File: src/rtl/scbp_pkg.sv
// size class buffer pool: shared types and codes
// transaction kinds, result status codes, per-class control struct
// no dependencies
`default_nettype none

package scbp_pkg;

  typedef enum logic [1:0] {
    KIND_ALLOC    = 2'd0,
    KIND_FREE     = 2'd1,
    KIND_INIT     = 2'd2,
    KIND_TEARDOWN = 2'd3
  } scbp_kind_e;

  typedef enum logic [2:0] {
    ST_OK        = 3'd0,
    ST_UNINIT    = 3'd1,
    ST_TOO_LARGE = 3'd2,
    ST_EXHAUSTED = 3'd3,
    ST_NULL      = 3'd4
  } scbp_status_e;

  localparam int unsigned NUM_CFG_CLASSES = 4;
  localparam int unsigned CAP_W           = 16;
  localparam int unsigned CFG_BUFS_W      = 5;
  localparam int unsigned CFG_IDX_W       = 8;
  localparam int unsigned CFG_DATA_W      = 16;
  localparam int unsigned CLS_W           = 2;
  localparam int unsigned FIDX_W          = 4;
  localparam int unsigned USED_W          = 5;

  // register indexes: capacities first, then buffer counts
  localparam logic [CFG_IDX_W-1:0] REG_CAP_BASE  = 8'd0;
  localparam logic [CFG_IDX_W-1:0] REG_BUFS_BASE = 8'd4;
  localparam logic [CFG_IDX_W-1:0] REG_END       = 8'd8;

  typedef struct packed {
    logic init;
    logic clear;
    logic pop;
    logic push;
  } scbp_class_ctrl_t;

endpackage

`default_nettype wire

File: src/rtl/scbp_class.sv
// size class buffer pool: one size class
// lifo free stack, stack top, latched buffer count and in-use marks
// depends on scbp_pkg
`default_nettype none

module scbp_class
  import scbp_pkg::*;
#(
  parameter int unsigned BUFS  = 16,
  parameter int unsigned IDX_W = 4,
  parameter int unsigned CNT_W = 5
) (
  input  wire logic             clk_i,
  input  wire logic             rst_ni,
  input  wire scbp_class_ctrl_t ctrl_i,
  input  wire logic [CNT_W-1:0] init_count_i,
  input  wire logic [IDX_W-1:0] idx_i,
  output logic      [CNT_W-1:0] top_o,
  output logic      [CNT_W-1:0] total_o,
  output logic      [IDX_W-1:0] head_o,
  output logic                  busy_o
);

  logic [IDX_W-1:0] stack_q [BUFS];
  logic [CNT_W-1:0] top_q, top_d;
  logic [CNT_W-1:0] total_q;
  logic [BUFS-1:0]  used_q, used_d;
  logic [CNT_W-1:0] top_m1;

  assign top_m1  = top_q - CNT_W'(1);
  assign head_o  = stack_q[top_m1[IDX_W-1:0]];
  assign busy_o  = used_q[idx_i];
  assign top_o   = top_q;
  assign total_o = total_q;

  always_comb begin
    top_d  = top_q;
    used_d = used_q;
    if (ctrl_i.init) begin
      top_d  = init_count_i;
      used_d = '0;
    end else if (ctrl_i.clear) begin
      top_d  = '0;
      used_d = '0;
    end else if (ctrl_i.pop) begin
      top_d          = top_m1;
      used_d[head_o] = 1'b1;
    end else if (ctrl_i.push) begin
      top_d         = top_q + CNT_W'(1);
      used_d[idx_i] = 1'b0;
    end
  end

  always_ff @(posedge clk_i or negedge rst_ni) begin
    if (!rst_ni) begin
      top_q   <= '0;
      total_q <= '0;
      used_q  <= '0;
    end else begin
      top_q  <= top_d;
      used_q <= used_d;
      if (ctrl_i.init) begin
        total_q <= init_count_i;
      end
    end
  end

  // init loads count-1 down to 0 so pops hand out index 0 upward
  always_ff @(posedge clk_i) begin
    if (ctrl_i.init) begin
      for (int k = 0; k < int'(BUFS); k++) begin
        stack_q[k] <= IDX_W'(int'(init_count_i) - 1 - k);
      end
    end else if (ctrl_i.push) begin
      stack_q[top_q[IDX_W-1:0]] <= idx_i;
    end
  end

endmodule

`default_nettype wire

File: src/rtl/size_class_buffer_pool.sv
// size class buffer pool: top level
// input register, class select and free checks, result register
// depends on scbp_pkg and scbp_class
//
// usage
//   s_axis carries requests: tuser holds the kind (allocate, free, init,
//   teardown), tdata the request size and the handle to free. m_axis carries
//   one result per request: status, granted class and index, buffers in use.
//   the cfg channel writes capacities (index 0..3), buffer counts (index 4..7);
//   it is always ready; the user must write it only while idle (not enforced).
// timing
//   one transaction per cycle sustained while m_axis_tready stays high; a
//   request's result passes the input register, then the result register.
//   the stack tops and in-use marks are flip-flops, so the next request sees
//   this one's effect.
// reset
//   the pool is uninitialized until an init request; registers return to
//   64/256/1024/4096 bytes and 16 buffers per class.
// stalls
//   while m_axis_tready is low the result holds and one more request is
//   taken into the input register, then s_axis_tready drops.
`default_nettype none

module size_class_buffer_pool
  import scbp_pkg::*;
#(
  parameter int unsigned NUM_CLASSES       = 4,
  parameter int unsigned BUFFERS_PER_CLASS = 16
) (
  input  wire logic                  clk_i,
  input  wire logic                  rst_ni,
  input  wire logic                  s_axis_tvalid,
  output logic                       s_axis_tready,
  // request_size[15:0], handle_present[16], free_class[18:17], free_index[22:19]
  input  wire logic [23:0]           s_axis_tdata,
  // kind[1:0]
  input  wire logic [1:0]            s_axis_tuser,
  output logic                       m_axis_tvalid,
  input  wire logic                  m_axis_tready,
  // status[2:0], alloc_class[4:3], alloc_index[8:5], class_used[13:9]
  output logic [15:0]                m_axis_tdata,
  input  wire logic                  cfg_valid_i,
  output logic                       cfg_ready_o,
  input  wire logic [CFG_IDX_W-1:0]  cfg_index_i,
  input  wire logic [CFG_DATA_W-1:0] cfg_data_i
);

  localparam int unsigned IDX_W  = (BUFFERS_PER_CLASS > 1) ? $clog2(BUFFERS_PER_CLASS) : 1;
  localparam int unsigned CNT_W  = $clog2(BUFFERS_PER_CLASS + 1);
  localparam int unsigned FIX_W  = (IDX_W > FIDX_W) ? IDX_W : FIDX_W;
  localparam int unsigned UW     = (CNT_W > USED_W) ? CNT_W : USED_W;

  // configuration registers
  logic [CAP_W-1:0]      cap_q  [NUM_CFG_CLASSES];
  logic [CFG_BUFS_W-1:0] bufs_q [NUM_CFG_CLASSES];

  assign cfg_ready_o = 1'b1;

  always_ff @(posedge clk_i or negedge rst_ni) begin
    if (!rst_ni) begin
      cap_q[0]  <= 16'd64;
      cap_q[1]  <= 16'd256;
      cap_q[2]  <= 16'd1024;
      cap_q[3]  <= 16'd4096;
      bufs_q[0] <= 5'd16;
      bufs_q[1] <= 5'd16;
      bufs_q[2] <= 5'd16;
      bufs_q[3] <= 5'd16;
    end else if (cfg_valid_i) begin
      if (cfg_index_i < REG_BUFS_BASE) begin
        cap_q[2'(cfg_index_i - REG_CAP_BASE)] <= cfg_data_i;
      end else if (cfg_index_i < REG_END) begin
        bufs_q[2'(cfg_index_i - REG_BUFS_BASE)] <= cfg_data_i[CFG_BUFS_W-1:0];
      end
    end
  end

  // input register
  logic             in_valid_q;
  scbp_kind_e       kind_q;
  logic [CAP_W-1:0] size_q;
  logic             present_q;
  logic [CLS_W-1:0] fcls_q;
  logic [FIDX_W-1:0] fidx_q;
  logic             out_valid_q;
  logic             proceed;
  logic             s_fire;

  assign proceed       = in_valid_q && (!out_valid_q || m_axis_tready);
  assign s_axis_tready = !in_valid_q || proceed;
  assign s_fire        = s_axis_tvalid && s_axis_tready;

  always_ff @(posedge clk_i or negedge rst_ni) begin
    if (!rst_ni) begin
      in_valid_q <= 1'b0;
    end else if (s_fire) begin
      in_valid_q <= 1'b1;
    end else if (proceed) begin
      in_valid_q <= 1'b0;
    end
  end

  always_ff @(posedge clk_i) begin
    if (s_fire) begin
      kind_q    <= scbp_kind_e'(s_axis_tuser);
      size_q    <= s_axis_tdata[15:0];
      present_q <= s_axis_tdata[16];
      fcls_q    <= s_axis_tdata[18:17];
      fidx_q    <= s_axis_tdata[22:19];
    end
  end

  // per-class values and storage
  logic [CAP_W-1:0]  class_cap   [NUM_CLASSES];
  logic [CNT_W-1:0]  class_count [NUM_CLASSES];
  logic [CNT_W-1:0]  top         [NUM_CLASSES];
  logic [CNT_W-1:0]  total       [NUM_CLASSES];
  logic [IDX_W-1:0]  head        [NUM_CLASSES];
  logic              busy        [NUM_CLASSES];
  scbp_class_ctrl_t  ctrl        [NUM_CLASSES];
  logic [FIX_W-1:0]  fidx_ext;
  logic [IDX_W-1:0]  idx;

  assign fidx_ext = FIX_W'(fidx_q);
  assign idx      = fidx_ext[IDX_W-1:0];

  for (genvar g = 0; g < int'(NUM_CLASSES); g++) begin : g_class
    if (g < int'(NUM_CFG_CLASSES)) begin : g_cfg
      assign class_cap[g]   = cap_q[g];
      assign class_count[g] = (int'(bufs_q[g]) > int'(BUFFERS_PER_CLASS)) ?
                              CNT_W'(BUFFERS_PER_CLASS) : CNT_W'(bufs_q[g]);
    end else begin : g_none
      assign class_cap[g]   = '0;
      assign class_count[g] = '0;
    end

    scbp_class #(
      .BUFS  (BUFFERS_PER_CLASS),
      .IDX_W (IDX_W),
      .CNT_W (CNT_W)
    ) u_class (
      .clk_i        (clk_i),
      .rst_ni       (rst_ni),
      .ctrl_i       (ctrl[g]),
      .init_count_i (class_count[g]),
      .idx_i        (idx),
      .top_o        (top[g]),
      .total_o      (total[g]),
      .head_o       (head[g]),
      .busy_o       (busy[g])
    );
  end

  // decision logic
  logic               pool_ready_q;
  logic               too_large;
  logic               granted;
  logic [NUM_CLASSES-1:0] grant;
  logic [CLS_W-1:0]   grant_cls;
  logic [IDX_W-1:0]   grant_head;
  logic [CNT_W-1:0]   grant_used;
  logic               fcls_valid;
  logic [CNT_W-1:0]   f_top;
  logic [CNT_W-1:0]   f_total;
  logic               f_busy;
  logic               push_ok;
  logic [CNT_W-1:0]   free_used;

  always_comb begin
    too_large  = 1'b0;
    granted    = 1'b0;
    grant      = '0;
    grant_cls  = '0;
    grant_head = '0;
    grant_used = '0;
    fcls_valid = 1'b0;
    f_top      = '0;
    f_total    = '0;
    f_busy     = 1'b0;
    for (int c = 0; c < int'(NUM_CLASSES); c++) begin
      if (c == int'(NUM_CLASSES) - 1) begin
        too_large = size_q > class_cap[c];
      end
      if (!granted && size_q <= class_cap[c] && top[c] != '0) begin
        granted    = 1'b1;
        grant[c]   = 1'b1;
        grant_cls  = CLS_W'(c);
        grant_head = head[c];
        grant_used = total[c] - top[c] + CNT_W'(1);
      end
      if (int'(fcls_q) == c) begin
        fcls_valid = 1'b1;
        f_top      = top[c];
        f_total    = total[c];
        f_busy     = busy[c];
      end
    end
  end

  assign push_ok = pool_ready_q && kind_q == KIND_FREE && present_q && fcls_valid &&
                   int'(fidx_q) < int'(f_total) && f_busy && f_top < f_total;
  assign free_used = f_total - f_top - CNT_W'(push_ok);

  always_comb begin
    for (int c = 0; c < int'(NUM_CLASSES); c++) begin
      ctrl[c].init  = proceed && kind_q == KIND_INIT;
      ctrl[c].clear = proceed && pool_ready_q && kind_q == KIND_TEARDOWN;
      ctrl[c].pop   = proceed && pool_ready_q && kind_q == KIND_ALLOC &&
                      !too_large && grant[c];
      ctrl[c].push  = proceed && push_ok && int'(fcls_q) == c;
    end
  end

  always_ff @(posedge clk_i or negedge rst_ni) begin
    if (!rst_ni) begin
      pool_ready_q <= 1'b0;
    end else if (proceed) begin
      if (kind_q == KIND_INIT) begin
        pool_ready_q <= 1'b1;
      end else if (kind_q == KIND_TEARDOWN) begin
        pool_ready_q <= 1'b0;
      end
    end
  end

  // result fields
  scbp_status_e     status_d;
  logic [CLS_W-1:0] acls_d;
  logic [FIX_W-1:0] aidx_d;
  logic [UW-1:0]    used_d;

  always_comb begin
    status_d = ST_OK;
    acls_d   = '0;
    aidx_d   = '0;
    used_d   = '0;
    if (kind_q == KIND_INIT) begin
      status_d = ST_OK;
    end else if (!pool_ready_q) begin
      status_d = ST_UNINIT;
    end else begin
      unique case (kind_q)
        KIND_ALLOC: begin
          if (too_large) begin
            status_d = ST_TOO_LARGE;
          end else if (!granted) begin
            status_d = ST_EXHAUSTED;
          end else begin
            acls_d = grant_cls;
            aidx_d = FIX_W'(grant_head);
            used_d = UW'(grant_used);
          end
        end
        KIND_FREE: begin
          if (!present_q) begin
            status_d = ST_NULL;
          end else if (fcls_valid) begin
            used_d = UW'(free_used);
          end
        end
        default: status_d = ST_OK;
      endcase
    end
  end

  // result register
  logic [2:0]        status_q;
  logic [CLS_W-1:0]  acls_q;
  logic [FIDX_W-1:0] aidx_q;
  logic [USED_W-1:0] used_q;

  always_ff @(posedge clk_i or negedge rst_ni) begin
    if (!rst_ni) begin
      out_valid_q <= 1'b0;
    end else if (proceed) begin
      out_valid_q <= 1'b1;
    end else if (m_axis_tready) begin
      out_valid_q <= 1'b0;
    end
  end

  always_ff @(posedge clk_i) begin
    if (proceed) begin
      status_q <= status_d;
      acls_q   <= acls_d;
      aidx_q   <= aidx_d[FIDX_W-1:0];
      used_q   <= used_d[USED_W-1:0];
    end
  end

  assign m_axis_tvalid = out_valid_q;
  assign m_axis_tdata  = {2'b00, used_q, aidx_q, acls_q, status_q};

endmodule

`default_nettype wire

File: config.mk
export PLATFORM = sky130hd
export DESIGN_NAME = size_class_buffer_pool
export DESIGN_NICKNAME = d
export VERILOG_FILES = /design/src/rtl/scbp_pkg.sv /design/src/rtl/scbp_class.sv /design/src/rtl/size_class_buffer_pool.sv
export SDC_FILE = /design/constraint.sdc
export NUM_CORES = 1
export LEC_CHECK = 0
export CORE_ASPECT_RATIO = 1.2
export CORE_UTILIZATION = 55
export CTS_CLUSTER_DIAMETER = 50
export DETAILED_ROUTE_END_ITERATION = 12
export DONT_BUFFER_PORTS = 1
export PLACE_DENSITY = 0.7
export SYNTH_ARGS = -nofsm -noshare
export SYNTH_HDL_FRONTEND = slang
export SYNTH_HIERARCHICAL = 1
export SYNTH_SLANG_ARGS = --single-unit
File: constraint.sdc
create_clock -name clk_i -period 6.05 [get_ports clk_i]
set_input_delay 0.3025 -clock clk_i [delete_from_list [all_inputs] [get_ports clk_i]]
set_output_delay 0.3025 -clock clk_i [all_outputs]
set_load 0.1 [all_outputs]
# ---- Yosys cells after proc, flatten, opt, wreduce, memory -nomap -nowiden
# Memory sizes are Yosys's and may differ from the RTL's.
# Index checks and enable logic that the tools add are counted.
dict set report op_classes {
  bitwise_logic 15
  n_lt_le_gt_ge 27
  shifts 0
  n_reduce_logical 66
  mul 0
  n_mux 136
  eq_ne 6
  add_sub_neg 83
  div 0
}
# operator count
set ops {}
lappend ops {{$mux 16} 17}
lappend ops {{$mux 5} 37}
lappend ops {{$sub 4x4->4 const B} 32}
lappend ops {{$and 16x16->16} 4}
lappend ops {{$bwmux 64} 1}
lappend ops {{$le 16x16->1} 4}
lappend ops {{$or 16x16->16} 4}
lappend ops {{$sub 4x3->4 const B} 16}
lappend ops {{$mux 1} 50}
lappend ops {{$mux 4} 12}
lappend ops {{$add 5x1->5 const B} 8}
lappend ops {{$logic_and 1x1->1} 36}
lappend ops {{$demux 16 s2} 1}
lappend ops {{$sub 4x1->4 const B} 8}
lappend ops {{$sub 4x2->4 const B} 8}
lappend ops {{$lt 4x5->1 const B} 5}
lappend ops {{$sub 5x5->5} 5}
lappend ops {{$bwmux 20} 1}
lappend ops {{$demux 1 s4} 5}
lappend ops {{$ge 4x1->1 const B} 5}
lappend ops {{$gt 5x5->1 const B} 4}
lappend ops {{$reduce_bool 5->1} 4}
lappend ops {{$sub 5x1->5 const B} 4}
lappend ops {{$bmux 1 s4} 4}
lappend ops {{29 further kinds} 58}
dict set report word_totals {
  ramBits 256
  regBits 230
  rom_bits 0
  inputBits 55
  out_inout_bits 19
  mem_count 4
  latchBits 0
}
# name words width read_ports rd_ports_with_merged_regs wr line_no
set memory_table {}
lappend memory_table {{g_class[0].u_class.stack_q} 16 4 1 0 16 scbp_class.sv:24} ;# logic [IDX_W-1:0] stack_q [BUFS];
lappend memory_table {{g_class[1].u_class.stack_q} 16 4 1 0 16 scbp_class.sv:24}
lappend memory_table {{g_class[2].u_class.stack_q} 16 4 1 0 16 scbp_class.sv:24}
lappend memory_table {{g_class[3].u_class.stack_q} 16 4 1 0 16 scbp_class.sv:24}

# ---- Logic depth before layout (Yosys ltp)
dict set report logic_depth {
  depth_word 19
  depth_mapped 17
  depth_no_buf 15
}

# ---- Hierarchy
# The synthesis kept the hierarchy.
# module n_inst cells_per_inst area_each_um2
set modules_own_cells {}
lappend modules_own_cells {size_class_buffer_pool 1 815 8146.6}
lappend modules_own_cells {{scbp_class (g_class[2].u_class)} 1 510 5454.0}
lappend modules_own_cells {{scbp_class (g_class[0].u_class)} 1 509 5447.7}
lappend modules_own_cells {{scbp_class (g_class[1].u_class)} 1 511 5307.6}
lappend modules_own_cells {{scbp_class (g_class[3].u_class)} 1 502 5285.1}

# ---- Worst setup path before layout
# OpenSTA, ideal clock, no wires.
dict set report synth_timing {
  path_type {register -> register}
  start {register fcls_q[0]}
  end {memory g_class[1].u_class.stack_q[3][0] (enable)}
  arrival_ns 4.272
  stages_incl_launch_ff 14
  synth_period_minus_slack_ns 4.571
  setup_time_ns 0.298
  required_time_ns 5.752
  slack_ns 1.479
  cell_sequence {edfxtp_1 buf_2 buf_1 mux4_2 ha_1 a21o_1 a21o_1 a21oi_1 o221ai_1 nor4_1 nor2b_1 nand2_1 nor3_1 or2_2}
}
# item line_no
set synth_lines {}
lappend synth_lines {{from (decl)} size_class_buffer_pool.sv:83} ;# logic [CLS_W-1:0] fcls_q;
lappend synth_lines {{from (signal assigned)} size_class_buffer_pool.sv:108} ;# fcls_q <= s_axis_tdata[18:17];
lappend synth_lines {{to (decl)} scbp_class.sv:24}

==> out/metrics.csv <==
metric,value,unit
status,completed,
gp_congestion,0.952,
finalHoldViolations,0,
cts_buffers,52,
grt_pass1_wl,127,mm
setup_tns,0,ns
cp_top_family,simple AND/OR/NAND/NOR gates,
drc,0,
cap_violations,0,
postLayoutCellArea,32500,µm²
drive_above_1_share,0.142,
hpwlAfterDp,55.9,mm
grt_pass1_vias,22500,
ys_top_cells_by_area,"edfxtp_1, dfrtp_1, ha_1, mux4_2, o21ai_0",
yosys.area_share.simple,0.154,
io_buffers,0,
die_x,214,µm
crit_chain,mux4_2 -> inv_1 -> ha_1 -> a21o_1 -> a21o_1 -> a21oi_1 -> o221ai_1 -> nor2_1 -> nor2b_1 -> nand3_1 -> mux2_2,
synth_area,29600,µm²
slew_violations,0,
synth_xor_area_frac,0.0221,
cp_common_cell,a21o_1,
hold_path_class,input pin to flop,
cts.reportedPaths.clkPinSlew,0.06,ns
dp_slack,0.937,ns
synth_top_area_share,0.299,
synth_edf_count,295,
wl_met1,32.0,mm
synth_compound_area_frac,0.131,
timing.rr.end,g_class[3].u_class/stack_q[6][2],
rows,92,
path_class,flop to flop,
synth_flop_cell,edfxtp_1,
async_flop_share,0.393,
setup_viol,0,
cts_tree,built,
ys_seq_area_frac,0.460,
grt_usage,0.295,
synth_top_family_by_area,simple AND/OR/NAND/NOR gates,
rsz0062_at_grt,no,
post-route-min-period,5.23,ns
hp-start,cfg_index_i[1],
clock_path_buffers,3,
worstMarginPinSlew,1.15,ns
cp-end-kind,flop,
wl_per_cell,22.6,µm
avgSynthCellArea,10.4,µm²
period_share,0.864,
hold_end,cap_q[17],
num_vias,22500,
slew_headroom,0.230,
crit_fanout,15,
rrSetupSlack,0.82,ns
first_iter_violations,2062,
synthTopCellsByCount,"nand2_1, edfxtp_1, o21ai_0",
muxShareOfSynthArea,0.118,
post_cts_resized,0,
top_layer,met5,
ir_drop,0.247,mV
critPathRequiredTime,6.41,ns
grt-ovfl-total,0,
drt_pre_antenna_iters,6,
cp_slowest_stage_delay,0.88,ns
cts_sinks,486,
worstPathArrival,5.59,ns
root_buffer,clkbuf_16,
placed_cell_area,30200,µm²
netlist_instances,2847,
ios,74,
fin_nets,3047,
start_util,0.561,
synth_seq_cells,486,
fin_skew,0.0311,ns
crit_buf_inv,1,
power_density,343,nW/µm²
dr_wl_met3,4.93,mm
hold_path_depth,2,
synthAdderAreaFrac,0.0678,
fp.dieArea,54800,µm²
ys_types,98,
routed_wl,80.9,mm
grt_antenna_before_repair,4,
hold_slack,0.0770,ns
synth_warnings,6,
viasPerCell,6.27,
fmax,0.191,GHz
synth_top_cell_by_area,edfxtp_1,
h-tree-depth,2,
fillers,4194,
p_leak,12.6,nW
setup_ws,0.822,ns
core_area,52800,µm²
ant_nets,0,
wl_met2,40.9,mm
rr_startpoint,fcls_q[0],
start_kind,flop,
layout-area-overhead-vs-synth,9.69,%
r2r_cells,11,
grt_max_degree,192,
cp_slowest_cell,edfxtp_1,
clk_latency,0.63,ns
dieHeight,256,µm
post-synth-top-count-cell,nand2_1,
==> repair_timing <==
item                      CTS  global route
hold buffers               49             0
hold endpoints to repair  302             0
setup buffers               0             0
==> placed cells by master, fill, tap and decap left out, types with 49 or more instances in the layout <==
cell       Yosys  layout
nand2_1      300     300
edfxtp_1     295     295
o21ai_0      231     230
a21oi_1      229     229
nor2_1       206     204
dfrtp_1      183     183
inv_1        157     157
ha_1         151     151
mux2_2        92      92
mux4_2        83      83
nand3_1       68      68
nand2b_1      67      67
nor2b_1       57      57
clkbuf_16      0      57
mux2i_1       52      52
nor3_1        50      49
==> metal layers <==
metal / global-route usage / vias to the layer above
li1: - / 10300
met1: 0.371 / 11100
met2: 0.510 / 889
met3: 0.0367 / 204
met4: 0.128 / 2
met5: 0 / -
==> report_power, final <==
group / internal, mW / leakage (nW) / switching (mW)
combinational: 1.45 / 6.76 / 2.31
clock: 1.88 / 0.873 / 1.38
sequential: 3.83 / 4.96 / 0.285
==> registers in the layout, indices dropped and copies added, names as in the netlist <==
signal and flops:
g_class.u_class/stack_q 256, cap_q 64, g_class.u_class/used_q 64, bufs_q 20
g_class.u_class/top_o 20, g_class.u_class/total_o 20, size_q 16, used_q 5
aidx_q 4, fidx_ext 4, status_q 3, acls_q 2
fcls_q 2, kind_q 2, in_valid_q 1, m_axis_tvalid 1
pool_ready_q 1, present_q 1
==> cell type report <==
type | count | area [µm²] | share of cell area
clock buffers | 71 | 1500 | 0.0461
diodes | 3 | 7.51 | 0.000231
multi-input cells | 2031 | 14700 | 0.452
flip-flops and latches | 486 | 13600 | 0.420
clock inverters | 27 | 248 | 0.00762
repair buffers | 99 | 921 | 0.0283
inverters | 165 | 619 | 0.0190
well taps | 705 | 882 | 0.0271
==> through the flow <==
step	total power, mW	utilization	instances
final	11.1	0.615	3587
after global routing	11.6	0.615	3587
after CTS	11.1	0.615	3584
after detailed placement	7.79	0.572	3437
after global placement	7.70	0.572	3437
after floorplan	6.85	-	2848
==> cell families (layout without fill, tap and decap cells) <==
| family | after synthesis | after routing |
|---|---|---|
| AOI/OAI and AO/OA | 644 | 644 |
| and+or+nand+nor | 926 | 926 |
| muxes | 230 | 230 |
| adders and majority gates | 157 | 157 |
| buffers and inverters | 331 | 362 |
| other | 2 | 6 |
| DFF | 486 | 486 |
| xor gates and xnor gates | 71 | 71 |
==> worst max path at each step <==
| stage | start | endpoint | slack, ns | cells past startpoint |
|---|---|---|---|---|
| finish | fcls_q[0] | g_class[3].u_class/stack_q[6][2] | 0.82 | 11 |
| global route | fcls_q[0] | g_class[3].u_class/stack_q[7][2] | 0.54 | 11 |
| CTS | fcls_q[0] | g_class[3].u_class/stack_q[6][2] | 0.90 | 11 |
| detailed placement | fcls_q[0] | g_class[3].u_class/stack_q[6][2] | 0.94 | 11 |
| global placement | fcls_q[0] | g_class[3].u_class/stack_q[7][2] | 1.03 | 11 |
| floorplan | fcls_q[0] | g_class[1].u_class/stack_q[3][0] | 1.48 | 13 |
No activity file was read; power rests on OpenSTA's default activity.
